**src/rtl/tthf_pkg.sv**
```systemverilog
// tthf_pkg: types and constants of the target track hysteresis filter
// depends on nothing; imported by target_track_hysteresis_filter, tthf_track_checker and the testbench
package tthf_pkg;

    // run counters saturate here
    localparam int RUN_COUNT_MAX = 255;
    localparam int RUN_W         = $clog2(RUN_COUNT_MAX + 1);
    localparam int SWC_W         = 8;
    localparam int CMP_W         = (RUN_W > SWC_W) ? RUN_W : SWC_W;

    localparam int HISTORY_DEPTH = 3;

    localparam int POS_W  = 16;
    localparam int ID_W   = 16;
    localparam int THR_W  = 16;
    localparam int MAG_W  = POS_W;              // |a - b| of two 16 bit values
    localparam int SQ_W   = 2 * MAG_W;
    localparam int ACC_W  = SQ_W + 2;           // sum of three squares
    localparam int ROOT_W = ACC_W / 2;
    localparam int REM_W  = ROOT_W + 2;
    localparam int SQRT_STEPS = ACC_W / 2;
    localparam int ITER_W = $clog2(SQRT_STEPS);
    localparam int SQ_STEPS = 8;                // 6 axis terms plus the drain of the r_mag and r_sq registers
    localparam int STEP_W = $clog2(SQ_STEPS);

    // configuration register indexes
    localparam logic [1:0] CFG_FAST_SWITCH = 2'd0;
    localparam logic [1:0] CFG_SLOW_SWITCH = 2'd1;
    localparam logic [1:0] CFG_STABLE_THR  = 2'd2;

    localparam logic [SWC_W-1:0] FAST_SWITCH_RST = 8'd2;
    localparam logic [SWC_W-1:0] SLOW_SWITCH_RST = 8'd4;
    localparam logic [THR_W-1:0] STABLE_THR_RST  = 16'd100;

    typedef enum logic [1:0] {
        MODE_NONE   = 2'd0,
        MODE_SINGLE = 2'd1,
        MODE_MULTI  = 2'd2
    } t_mode;

    typedef enum logic [4:0] {
        ST_IDLE = 5'b00001,
        ST_END  = 5'b00010,
        ST_SQ   = 5'b00100,
        ST_ROOT = 5'b01000,
        ST_WAIT = 5'b10000
    } t_state;

    typedef struct packed {
        logic signed [POS_W-1:0] x;
        logic signed [POS_W-1:0] y;
        logic signed [POS_W-1:0] z;
    } t_pos;

    typedef struct packed {
        logic [ID_W-1:0] id;
        t_pos            pos;
    } t_box;

endpackage

```
**src/rtl/target_track_hysteresis_filter.sv**
```systemverilog
// target_track_hysteresis_filter: top level, frame target mode, tracking and stability
// depends on tthf_pkg
//
// channel | direction | handshake                  | payload
// --------+-----------+----------------------------+----------------------------------------
// in      | input     | i_in_valid / o_in_ready    | box_present, box_id, pos_x/y/z, frame_last
// out     | output    | o_out_valid / i_out_ready  | target_mode, target_id, target_x/y/z,
//         |           |                            | position_stable
// cfg     | input     | i_cfg_valid / o_cfg_ready  | cfg_index, cfg_data
//
// an item that does not end a frame is taken in ST_IDLE, which the block does not leave
// a frame end passes ST_END (mode, track and history update) and then ST_WAIT; once
// the history holds three positions, ST_SQ (the squaring multiplier) and ST_ROOT (the
// two bit-serial square root units, two radicand bits each cycle) come between them
// reset is synchronous and active low; config registers come up 2, 4 and 100
// the result waits in an output register; boxes of the next frame are taken
// while it stalls, a frame end then holds until the register frees
module target_track_hysteresis_filter
    import tthf_pkg::*;
(
    input  logic                    i_clk,
    input  logic                    i_rst_n,
    // input items
    input  logic                    i_in_valid,
    output logic                    o_in_ready,
    input  logic                    i_box_present,
    input  logic [ID_W-1:0]         i_box_id,
    input  logic signed [POS_W-1:0] i_pos_x,
    input  logic signed [POS_W-1:0] i_pos_y,
    input  logic signed [POS_W-1:0] i_pos_z,
    input  logic                    i_frame_last,
    // result items
    output logic                    o_out_valid,
    input  logic                    i_out_ready,
    output logic [1:0]              o_target_mode,
    output logic [ID_W-1:0]         o_target_id,
    output logic signed [POS_W-1:0] o_target_x,
    output logic signed [POS_W-1:0] o_target_y,
    output logic signed [POS_W-1:0] o_target_z,
    output logic                    o_position_stable,
    // configuration writes
    input  logic                    i_cfg_valid,
    output logic                    o_cfg_ready,
    input  logic [1:0]              i_cfg_index,
    input  logic [THR_W-1:0]        i_cfg_data
);

    // control state
    t_state              r_state, n_state;
    t_mode               r_mode, n_mode;
    logic [RUN_W-1:0]    r_run_none, n_run_none;
    logic [RUN_W-1:0]    r_run_single, n_run_single;
    logic [RUN_W-1:0]    r_run_multi, n_run_multi;
    logic [1:0]          r_cnt, n_cnt;          // boxes this frame, saturates at two
    logic                r_prev, n_prev;        // tracked id seen this frame
    logic [1:0]          r_fill, n_fill;
    logic                r_full, n_full;        // stability check runs for this frame
    logic [STEP_W-1:0]   r_step, n_step;
    logic [ITER_W-1:0]   r_iter, n_iter;
    logic                r_ov, n_ov;
    logic                w_load;

    // config
    logic [SWC_W-1:0]    r_fast;
    logic [SWC_W-1:0]    r_slow;
    logic [THR_W-1:0]    r_thr;

    // payload
    t_box                r_trk, n_trk;
    t_box                r_cand, n_cand;
    t_pos                r_hist [HISTORY_DEPTH];
    t_pos                n_hist [HISTORY_DEPTH];
    logic [MAG_W-1:0]    r_mag, n_mag;
    logic [SQ_W-1:0]     r_sq;
    logic [ACC_W-1:0]    r_acc [2];
    logic [ACC_W-1:0]    n_acc [2];
    logic [REM_W-1:0]    r_rem [2];
    logic [REM_W-1:0]    n_rem [2];
    logic [ROOT_W-1:0]   r_root [2];
    logic [ROOT_W-1:0]   n_root [2];

    t_mode               r_out_mode;
    t_box                r_out_box;
    logic                r_out_stable;

    // frame end helpers
    logic                w_in_acc;
    t_box                w_box;
    logic [CMP_W-1:0]    w_none_c, w_single_c, w_multi_c, w_fast_c, w_slow_c;
    logic signed [POS_W:0] w_a, w_b, w_diff;
    logic [REM_W+1:0]    w_rem_sh [2];
    logic [REM_W+1:0]    w_trial [2];
    logic [ROOT_W:0]     w_sum;
    logic [ROOT_W:0]     w_thr2;
    logic                w_stable;

    assign o_in_ready  = (r_state == ST_IDLE);
    assign o_cfg_ready = 1'b1;
    assign w_in_acc    = i_in_valid && (r_state == ST_IDLE);

    assign w_box.id    = i_box_id;
    assign w_box.pos.x = i_pos_x;
    assign w_box.pos.y = i_pos_y;
    assign w_box.pos.z = i_pos_z;

    // mean below threshold is sum below twice the threshold
    assign w_sum    = {1'b0, r_root[0]} + {1'b0, r_root[1]};
    assign w_thr2   = (ROOT_W + 1)'({r_thr, 1'b0});
    assign w_stable = r_full && (w_sum != '0) && (w_sum < w_thr2);
    assign w_load   = (r_state == ST_WAIT) && (!r_ov || i_out_ready);

    always_comb begin
        n_state      = r_state;
        n_mode       = r_mode;
        n_run_none   = r_run_none;
        n_run_single = r_run_single;
        n_run_multi  = r_run_multi;
        n_cnt        = r_cnt;
        n_prev       = r_prev;
        n_fill       = r_fill;
        n_full       = r_full;
        n_step       = r_step;
        n_iter       = r_iter;
        n_trk        = r_trk;
        n_cand       = r_cand;
        n_hist       = r_hist;
        n_mag        = '0;
        n_acc        = r_acc;
        n_rem        = r_rem;
        n_root       = r_root;
        n_ov         = r_ov && !i_out_ready;
        w_a          = '0;
        w_b          = '0;
        w_none_c     = '0;
        w_single_c   = '0;
        w_multi_c    = '0;
        w_fast_c     = CMP_W'(r_fast);
        w_slow_c     = CMP_W'(r_slow);
        for (int u = 0; u < 2; u++) begin
            w_rem_sh[u] = {r_rem[u], r_acc[u][ACC_W-1 -: 2]};
            w_trial[u]  = (REM_W + 2)'({r_root[u], 2'b01});
        end

        case (r_state)
            ST_IDLE: begin
                if (w_in_acc) begin
                    if (i_box_present) begin
                        // follow the previous id, else the smallest id, first one on ties
                        if (!r_prev) begin
                            if (i_box_id == r_trk.id) begin
                                n_cand = w_box;
                                n_prev = 1'b1;
                            end else if (r_cnt == 2'd0 || i_box_id < r_cand.id) begin
                                n_cand = w_box;
                            end
                        end
                        if (r_cnt != 2'd2) begin
                            n_cnt = r_cnt + 2'd1;
                        end
                    end
                    if (i_frame_last) begin
                        n_state = ST_END;
                    end
                end
            end
            ST_END: begin
                // saturating run counters
                n_run_none   = '0;
                n_run_single = '0;
                n_run_multi  = '0;
                case (r_cnt)
                    2'd0: n_run_none = (r_run_none >= RUN_W'(RUN_COUNT_MAX)) ?
                                       RUN_W'(RUN_COUNT_MAX) : r_run_none + 1'b1;
                    2'd1: n_run_single = (r_run_single >= RUN_W'(RUN_COUNT_MAX)) ?
                                         RUN_W'(RUN_COUNT_MAX) : r_run_single + 1'b1;
                    default: n_run_multi = (r_run_multi >= RUN_W'(RUN_COUNT_MAX)) ?
                                           RUN_W'(RUN_COUNT_MAX) : r_run_multi + 1'b1;
                endcase
                w_none_c   = CMP_W'(n_run_none);
                w_single_c = CMP_W'(n_run_single);
                w_multi_c  = CMP_W'(n_run_multi);

                // hysteresis: fast count to leave no target, slow count otherwise
                case (r_mode)
                    MODE_NONE: begin
                        if (w_single_c >= w_fast_c) begin
                            n_mode = MODE_SINGLE;
                        end else if (w_multi_c >= w_fast_c) begin
                            n_mode = MODE_MULTI;
                        end
                    end
                    MODE_SINGLE: begin
                        if (w_none_c >= w_slow_c) begin
                            n_mode = MODE_NONE;
                        end else if (w_multi_c >= w_slow_c) begin
                            n_mode = MODE_MULTI;
                        end
                    end
                    default: begin
                        if (w_single_c >= w_slow_c) begin
                            n_mode = MODE_SINGLE;
                        end else if (w_none_c >= w_slow_c) begin
                            n_mode = MODE_NONE;
                        end
                    end
                endcase

                if (r_cnt != 2'd0) begin
                    n_trk = r_cand;
                end

                // position history, oldest at index 0
                if (r_fill == 2'(HISTORY_DEPTH)) begin
                    for (int h = 0; h < HISTORY_DEPTH - 1; h++) begin
                        n_hist[h] = r_hist[h + 1];
                    end
                    n_hist[HISTORY_DEPTH - 1] = n_trk.pos;
                    n_full = 1'b1;
                end else begin
                    n_hist[r_fill] = n_trk.pos;
                    n_fill = r_fill + 2'd1;
                    n_full = (r_fill == 2'(HISTORY_DEPTH - 1));
                end

                n_cnt  = 2'd0;
                n_prev = 1'b0;
                n_step = '0;
                n_iter = '0;
                for (int u = 0; u < 2; u++) begin
                    n_acc[u]  = '0;
                    n_rem[u]  = '0;
                    n_root[u] = '0;
                end
                n_state = n_full ? ST_SQ : ST_WAIT;
            end
            ST_SQ: begin
                // stage 1: |newest - older| per axis; stage 2 squares; stage 3 sums
                case (r_step)
                    3'd0: begin w_a = {r_hist[2].x[POS_W-1], r_hist[2].x};
                                w_b = {r_hist[0].x[POS_W-1], r_hist[0].x}; end
                    3'd1: begin w_a = {r_hist[2].y[POS_W-1], r_hist[2].y};
                                w_b = {r_hist[0].y[POS_W-1], r_hist[0].y}; end
                    3'd2: begin w_a = {r_hist[2].z[POS_W-1], r_hist[2].z};
                                w_b = {r_hist[0].z[POS_W-1], r_hist[0].z}; end
                    3'd3: begin w_a = {r_hist[2].x[POS_W-1], r_hist[2].x};
                                w_b = {r_hist[1].x[POS_W-1], r_hist[1].x}; end
                    3'd4: begin w_a = {r_hist[2].y[POS_W-1], r_hist[2].y};
                                w_b = {r_hist[1].y[POS_W-1], r_hist[1].y}; end
                    3'd5: begin w_a = {r_hist[2].z[POS_W-1], r_hist[2].z};
                                w_b = {r_hist[1].z[POS_W-1], r_hist[1].z}; end
                    default: begin w_a = '0; w_b = '0; end
                endcase
                n_mag = w_diff[POS_W] ? MAG_W'(-w_diff) : MAG_W'(w_diff);
                if (r_step >= 3'd2 && r_step <= 3'd4) begin
                    n_acc[0] = r_acc[0] + ACC_W'(r_sq);
                end else if (r_step >= 3'd5) begin
                    n_acc[1] = r_acc[1] + ACC_W'(r_sq);
                end
                n_step = r_step + 1'b1;
                if (r_step == STEP_W'(SQ_STEPS - 1)) begin
                    n_state = ST_ROOT;
                end
            end
            ST_ROOT: begin
                // restoring square root, one result bit per cycle per unit
                for (int u = 0; u < 2; u++) begin
                    n_acc[u] = {r_acc[u][ACC_W-3:0], 2'b00};
                    if (w_rem_sh[u] >= w_trial[u]) begin
                        n_rem[u]  = REM_W'(w_rem_sh[u] - w_trial[u]);
                        n_root[u] = {r_root[u][ROOT_W-2:0], 1'b1};
                    end else begin
                        n_rem[u]  = REM_W'(w_rem_sh[u]);
                        n_root[u] = {r_root[u][ROOT_W-2:0], 1'b0};
                    end
                end
                n_iter = r_iter + 1'b1;
                if (r_iter == ITER_W'(SQRT_STEPS - 1)) begin
                    n_state = ST_WAIT;
                end
            end
            ST_WAIT: begin
                if (w_load) begin
                    n_ov    = 1'b1;
                    n_state = ST_IDLE;
                end
            end
            default: begin
                n_state = ST_IDLE;
            end
        endcase
    end

    assign w_diff = w_a - w_b;

    // control registers
    always_ff @(posedge i_clk) begin
        if (!i_rst_n) begin
            r_state      <= ST_IDLE;
            r_mode       <= MODE_NONE;
            r_run_none   <= '0;
            r_run_single <= '0;
            r_run_multi  <= '0;
            r_cnt        <= '0;
            r_prev       <= 1'b0;
            r_fill       <= '0;
            r_full       <= 1'b0;
            r_step       <= '0;
            r_iter       <= '0;
            r_ov         <= 1'b0;
            r_trk        <= '0;
            r_fast       <= FAST_SWITCH_RST;
            r_slow       <= SLOW_SWITCH_RST;
            r_thr        <= STABLE_THR_RST;
        end else begin
            r_state      <= n_state;
            r_mode       <= n_mode;
            r_run_none   <= n_run_none;
            r_run_single <= n_run_single;
            r_run_multi  <= n_run_multi;
            r_cnt        <= n_cnt;
            r_prev       <= n_prev;
            r_fill       <= n_fill;
            r_full       <= n_full;
            r_step       <= n_step;
            r_iter       <= n_iter;
            r_ov         <= n_ov;
            r_trk        <= n_trk;
            if (i_cfg_valid) begin
                case (i_cfg_index)
                    CFG_FAST_SWITCH: r_fast <= i_cfg_data[SWC_W-1:0];
                    CFG_SLOW_SWITCH: r_slow <= i_cfg_data[SWC_W-1:0];
                    CFG_STABLE_THR:  r_thr  <= i_cfg_data;
                    default: ;
                endcase
            end
        end
    end

    // payload registers
    always_ff @(posedge i_clk) begin
        r_cand <= n_cand;
        r_hist <= n_hist;
        r_mag  <= n_mag;
        r_sq   <= r_mag * r_mag;
        r_acc  <= n_acc;
        r_rem  <= n_rem;
        r_root <= n_root;
        if (w_load) begin
            r_out_mode   <= r_mode;
            r_out_box    <= r_trk;
            r_out_stable <= w_stable;
        end
    end

    assign o_out_valid       = r_ov;
    assign o_target_mode     = r_out_mode;
    assign o_target_id       = r_out_box.id;
    assign o_target_x        = r_out_box.pos.x;
    assign o_target_y        = r_out_box.pos.y;
    assign o_target_z        = r_out_box.pos.z;
    assign o_position_stable = r_out_stable;

endmodule

```
**config.mk**
```make
export PLATFORM = sky130hd
export DESIGN_NAME = target_track_hysteresis_filter
export DESIGN_NICKNAME = d
export VERILOG_FILES = /design/src/rtl/tthf_pkg.sv /design/src/rtl/target_track_hysteresis_filter.sv
export SDC_FILE = /design/constraint.sdc
export NUM_CORES = 2
export LEC_CHECK = 0
export ABC_AREA = 0
export BUFFER_PORTS_ARGS = -buffer_cell sky130_fd_sc_hd__buf_2
export CAP_MARGIN = 20
export CORE_ASPECT_RATIO = 2
export CORE_UTILIZATION = 60
export DETAILED_ROUTE_END_ITERATION = 8
export PLACE_DENSITY = 0.78
export SLEW_MARGIN = 40
export SYNTH_ARGS = -nofsm -noshare
export SYNTH_HDL_FRONTEND = slang
export SYNTH_SLANG_ARGS = --single-unit
```
**constraint.sdc**
```tcl
create_clock -name i_clk -period 11.78 [get_ports i_clk]
set_clock_uncertainty 0.15 [all_clocks]
set_input_delay 2.356 -clock i_clk [delete_from_list [all_inputs] [get_ports i_clk]]
set_output_delay 2.356 -clock i_clk [all_outputs]
set_load 0.02 [all_outputs]
```
; ---- Word level (Yosys, flattened, before mapping)
; Cells that the tools add are included.
[classes]
addsub = 14
mul = 1
div = 0
magnitude_cmp = 17
n_eq_ne = 33
n_shift = 0
n_mux = 61
bitwise_logic = 3
n_reduce_logical = 39
[ops]
columns = cell, n
row1 = 64-bit 2-to-1 mux, 4
row2 = 68-bit case mux with 3 select lines, 1
row3 = 144-bit bitwise mux, 1
row4 = 144-bit 2-to-1 mux, 1
row5 = 34-bit 2-to-1 mux, 3
row6 = 17-bit case mux with 6 select lines, 1
row7 = 48-bit demux with 2-bit select, 1
row8 = 38-bit case mux with 2 select lines, 1
row9 = 8-bit 2-to-1 mux, 9
row10 = 34-bit by 32-bit adder with 34-bit output, 2
row11 = 34-bit case mux with 2 select lines, 1
row12 = 17-bit case mux with 3 select lines, 1
row13 = 48-bit 2-to-1 mux, 1
row14 = 21-bit by 19-bit greater-or-equal comparator with 1-bit output, 2
row15 = 8-bit greater-or-equal comparator, 5
row16 = 19-bit 2-to-1 mux, 2
row17 = 19-bit subtractor, 2
row18 = 17-bit 2-to-1 mux, 2
row19 = 16-bit by 16-bit multiplier with 32-bit output, 1
row20 = 5-bit 2-to-1 mux, 6
row21 = 5-bit case mux with 5 select lines, 1
row22 = "8-bit by 1-bit adder with 8-bit output, second input constant", 3
row23 = "8-bit greater-or-equal comparator, second input constant", 3
row24 = 17-bit by 17-bit adder with 18-bit output, 1
row25 = 48 further kinds, 113
[totals]
register_bits = 605
latch_bits = 0
ramBits = 0
mem_bits_ro = 0
input_bits = 89
output_inout_bits = 70
wordCells = 214
mem_count = 0

; ---- Logic depth before layout (Yosys ltp)
[depth]
depth_word = 8
mapped_depth = 26
mapped_depth_nobuf = 25

; ---- Worst setup path before layout
; Ideal clock, no wire load.
[synth_timing]
path_kind = input port to flip-flop
from = input port i_box_id[1]
to = register r_cand[0] in the netlist's numbering, enable pin
arrival_ns = 8.320
t_required_ns = 11.065
setup_slack_ns = 2.745
stages = 10
path_buffers = 0
path_cell_list = ha_1 a21o_1 a21o_1 a21o_1 a21o_1 a2111oi_0 o21ai_0 nand4_1 a211oi_1 nor3_1
[synth_via]
elab_chain_len = 4
elab_cells_between_ends = 5
cone_classes = order compare: 1 / eq/ne: 1 / reduce/logical: 3
[synth_rtl]
columns = item, line
row1 = start: declaration, target_track_hysteresis_filter.sv:27  ; input logic [ID_W-1:0] i_box_id,
row2 = 16-bit < comparator, target_track_hysteresis_filter.sv:153  ; end else if (r_cnt == 2'd0 || i_box_id < r_cand.id) begin
row3 = 1-bit logical OR, target_track_hysteresis_filter.sv:153
row4 = 2-bit nonzero test (no line) (*), -
row5 = 5-bit AND reduction (no line) (*), -
row6 = end signal: assignment, target_track_hysteresis_filter.sv:341  ; r_cand <= n_cand;
row7 = end: declaration, target_track_hysteresis_filter.sv:70  ; t_box r_cand, n_cand;
; Mark *: on every way between the ends. The rest lies on a longest branch, timed or not.
; A chain may end at the register's enable or synchronous reset.

; ---- Worst setup path in the final report
[layout_timing]
from = register r_mag[9]
to = register r_sq[31]
[layout_via]
elab_chain_len = 1
[layout_rtl]
columns = item, line
row1 = start: declaration, target_track_hysteresis_filter.sv:73  ; logic [MAG_W-1:0] r_mag, n_mag;
row2 = start signal: assignment, target_track_hysteresis_filter.sv:343  ; r_mag <= n_mag;
row3 = 16-bit by 16-bit multiplier with 32-bit output, target_track_hysteresis_filter.sv:344  ; r_sq <= r_mag * r_mag;
row4 = end signal: assignment, target_track_hysteresis_filter.sv:344
row5 = end: declaration, target_track_hysteresis_filter.sv:74  ; logic [SQ_W-1:0] r_sq;
; No other way between the ends.

==> reports/qor.csv <==
stage;metric;value;unit
run_status;outcome;complete, no violations;
setup_path;Crit path buffers/inverters;6;
logic_synthesis;number of flops mapped to enable cells by yosys;415;
routing;Detail Route Antenna Nets;0;
routing;Iter 0 DRT Violations;1949;
setup_path;Req. time, crit path;12.19;ns
global_routing;largest net degree at the start of global routing;103;
clock_network;hold buffers post-CTS;0;
logic_synthesis;mapped cell area;0.0390;mm²
logic_synthesis;asr flop ratio synth;0;%
clock_network;Root Driver;clkbuf_16;
logic_synthesis;Synthesized Nets;4502;
sta;Worst slew margin;42.7;%
place;Detailed Place HPWL;69800;µm
setup_path;Worst Setup Start Kind;flip-flop;
power_and_ir_drop;Leak Pwr;0.0184;µW
sta;f_max;137;MHz
power_and_ir_drop;IR drop worst, VDD;0.159;mV
floorplan;Initial Util;60.9;%
logic_synthesis;synth top area cells;edfxtp_1 (32%), ha_1 (10%), dfxtp_1 (9.7%);
layout;share of layout cells above drive strength 1;8.08;%
setup_path;slowest CP cell;dfxtp_1;
clock_network;Worst-path clk slew;0.07;ns
logic_synthesis;Yosys warning count;0;
layout;Area Growth Syn to Fin;8.82;%
setup_path;Crit path max-delay family;adder cells;
layout;Fill cells;5016;
setup_path;CP Capture Type;flip-flop;
floorplan;Die W;182;µm
place;RePlAce Congestion;0.907;
routing;Routed WL;94900;µm
clock_network;cts repair resizes;0;
global_routing;Total Routing Usage GR;29.1;%
run;max cap viols;0;
layout;Layout Utilization;66.3;%
routing;routed vias;29000;
routing;via/cell ratio;5.89;
global_routing;first-pass GRT wire length;152000;µm
sta;final setup fails;0;
clock_network;post-CTS setup buffer count;0;
global_routing;initial antenna violation count;5;
clock_network;H-tree Lvls;2;
logic_synthesis;area share of the largest cell type after synthesis;31.9;%
sta;Hold Violations, Final;0;
sta;Worst-Margin Slew;0.859;ns
power_and_ir_drop;PwrDens;109;mW/mm²
sta;final period utilization;61.8;%
setup_path;Max stage delay on crit path;0.76;ns
hold_path;Worst Hold Class;flip-flop to flip-flop;
routing;wire per inst;19.3;µm
setup_path;critical path peak fanout;17;
floorplan;die height;363;µm
clock_network;CTS buffer count;53;
logic_synthesis;Mapped Cells;3923;
global_routing;vias in the first global route;30200;
setup_path;CP Cell Sequence;and2_1 > inv_1 > fa_1 > inv_1 > fa_1 > inv_1 > fa_1 > inv_1 > fa_1 > fa_1 > inv_1 > fa_1 > inv_1 > ha_1 > a21o_1 > a221oi_1 > o2bb2ai_1 > nor2_1 > a21oi_1 > o41ai_1 > o2111ai_1 > a221o_1 > a21oi_1 > xnor2_1;
floorplan;floorplan core area;0.0641;mm²
logic_synthesis;synth unique cells;76;
global_routing;gr ovfl total;0;
logic_synthesis;syn_area_per_cell;9.95;µm²
setup_path;crit path kind;flip-flop to flip-flop;
floorplan;die area;0.0661;mm²
logic_synthesis;register area share after synthesis;41.6;%
routing;# DRC;0;
clock_network;Clock Path Buffers;3;
clock_network;CTS tree;done;
floorplan;# rows;131;
logic_synthesis;Yosys reg bits;604;
sta;RSZ-0062 raised after global routing;no;
sta;Slew Limit Fails;0;
clock_network;Sink Count;604;
place;PortBufs;157;
sta;Tmin final;7.29;ns
setup_path;critical path arrival;7.70;ns
clock_network;Worst-Skew Late Latency;0.65;ns
sta;setup TNS;0;ns
logic_synthesis;top_reg_cell synth;edfxtp_1;
layout;Final Net Count;4593;
floorplan;io pins;159;
routing;DR pass1 iterations;6;
logic_synthesis;cell taking the most area after synthesis;edfxtp_1;
[routing by layer]
| layer | routed length [µm] | track usage (%) | up-vias |
|---|---|---|---|
| met5 | 35 | 0 | - |
| met4 | 5670 | 17.1 | 6 |
| met3 | 4450 | 4.25 | 307 |
| met2 | 52400 | 56.8 | 878 |
| met1 | 32300 | 28.5 | 14000 |
| li1 | - | - | 13800 |
[final timing paths]
path	startpoint	slack [ns]	end	cells after the start
worst min register to register	r_trk[14]$_SDFFE_PN0N_	0.30	o_target_z[14]$_DFFE_PP_	0
worst min-delay path	r_trk[14]$_SDFFE_PN0N_	0.30	o_target_z[14]$_DFFE_PP_	0
worst max register to register	r_mag[9]$_SDFF_PN0_	4.49	r_sq[31]$_DFF_P_	24
worst max-delay path	r_mag[9]$_SDFF_PN0_	4.49	r_sq[31]$_DFF_P_	24
[flip-flops by register name, summed over array words and instances, names as in the netlist, 16 cells and up]
| name | cells |
|---|---|
| o_target_id | 16 |
| o_target_x | 16 |
| o_target_y | 16 |
| o_target_z | 16 |
| r_acc | 68 |
| r_cand | 64 |
| r_hist | 144 |
| r_mag | 16 |
| r_rem | 38 |
| r_root | 34 |
| r_sq | 31 |
| r_thr | 16 |
| r_trk | 64 |
[report_power, final]
group	total (µW)	internal (µW)	switching, µW
Clock	1750	917	834
Combinational	488	185	303
Sequential	2370	2330	37.3
[layout by cell type, fill, tap and decap left out, drive strengths merged, types with 22 or more instances in the layout]
master,n
nand2,527
edfxtp,415
inv,390
ha,324
nor2,254
o21ai,251
dfxtp,189
buf,187
a21oi,170
fa,166
xnor2,114
a21boi,104
mux2i,96
a21o,92
and2,79
clkbuf,72
xor2,64
nor2b,53
nand3,44
nand2b,41
nor3,34
a222oi,32
o211ai,28
and3,25
o21a,24
clkinv,22
[metrics by stage]
| step | instance area (µm²) | worst slack (ns) | power, µW | instances | hold WS, ns |
|---|---|---|---|---|---|
| 2_1_floorplan | 39000 | 2.75 | 2750 | 3923 | 0.254 |
| 3_3_place_gp | 40700 | 4.67 | 2890 | 4823 | 0.285 |
| 3_5_place_dp | 40700 | 4.56 | 2900 | 4823 | 0.291 |
| 4_1_cts | 42500 | 4.53 | 4640 | 4922 | 0.303 |
| 5_1_grt | 42500 | 4.12 | 4760 | 4924 | 0.310 |
| 6_report | 42500 | 4.49 | 4610 | 4925 | 0.303 |
[cell families after synthesis]
family	synth area share [%]
buffers and inverters	5.19
AND/OR/NAND/NOR	13.1
flip-flops	41.6
other	0.00961
adder cells (fa/ha/maj)	18.9
AO/OA/AOI/OAI	14.6
multiplexers	2.61
XOR/XNOR	3.99
[synthesized netlist by cell type (7+ instances only)]
master / number
or3_1: 15
and3_1: 25
a21boi_0: 104
a21o_1: 92
a211oi_1: 18
nand2_1: 527
a22o_1: 7
nand4_1: 20
dfxtp_1: 189
o21ai_0: 250
ha_1: 324
a31oi_1: 19
nor2_1: 254
and2_1: 79
edfxtp_1: 415
buf_1: 13
clkbuf_1: 137
nand2b_1: 41
fa_1: 166
a22oi_1: 20
nor4_1: 8
nor3_1: 34
nand3_1: 44
mux2i_1: 96
a21oi_1: 168
nor2b_1: 53
a211o_1: 9
or2_2: 11
o211ai_1: 28
a31o_2: 11
o21bai_1: 21
xnor2_1: 114
xor2_1: 64
o31ai_1: 11
o21a_1: 24
inv_1: 386
a222oi_1: 32
[area by class of cell]
type	instances	area (µm²)	area share [%]
repair buffers	187	1040	2.45
clock inverters	27	206	0.486
diodes	3	7.51	0.0177
flip-flops and latches	604	16200	38.2
well taps	864	1080	2.54
clock buffers	72	1520	3.58
inverters	388	1460	3.43
multi-input cells	2780	20900	49.3
Power figures use the tool's default switching activity.
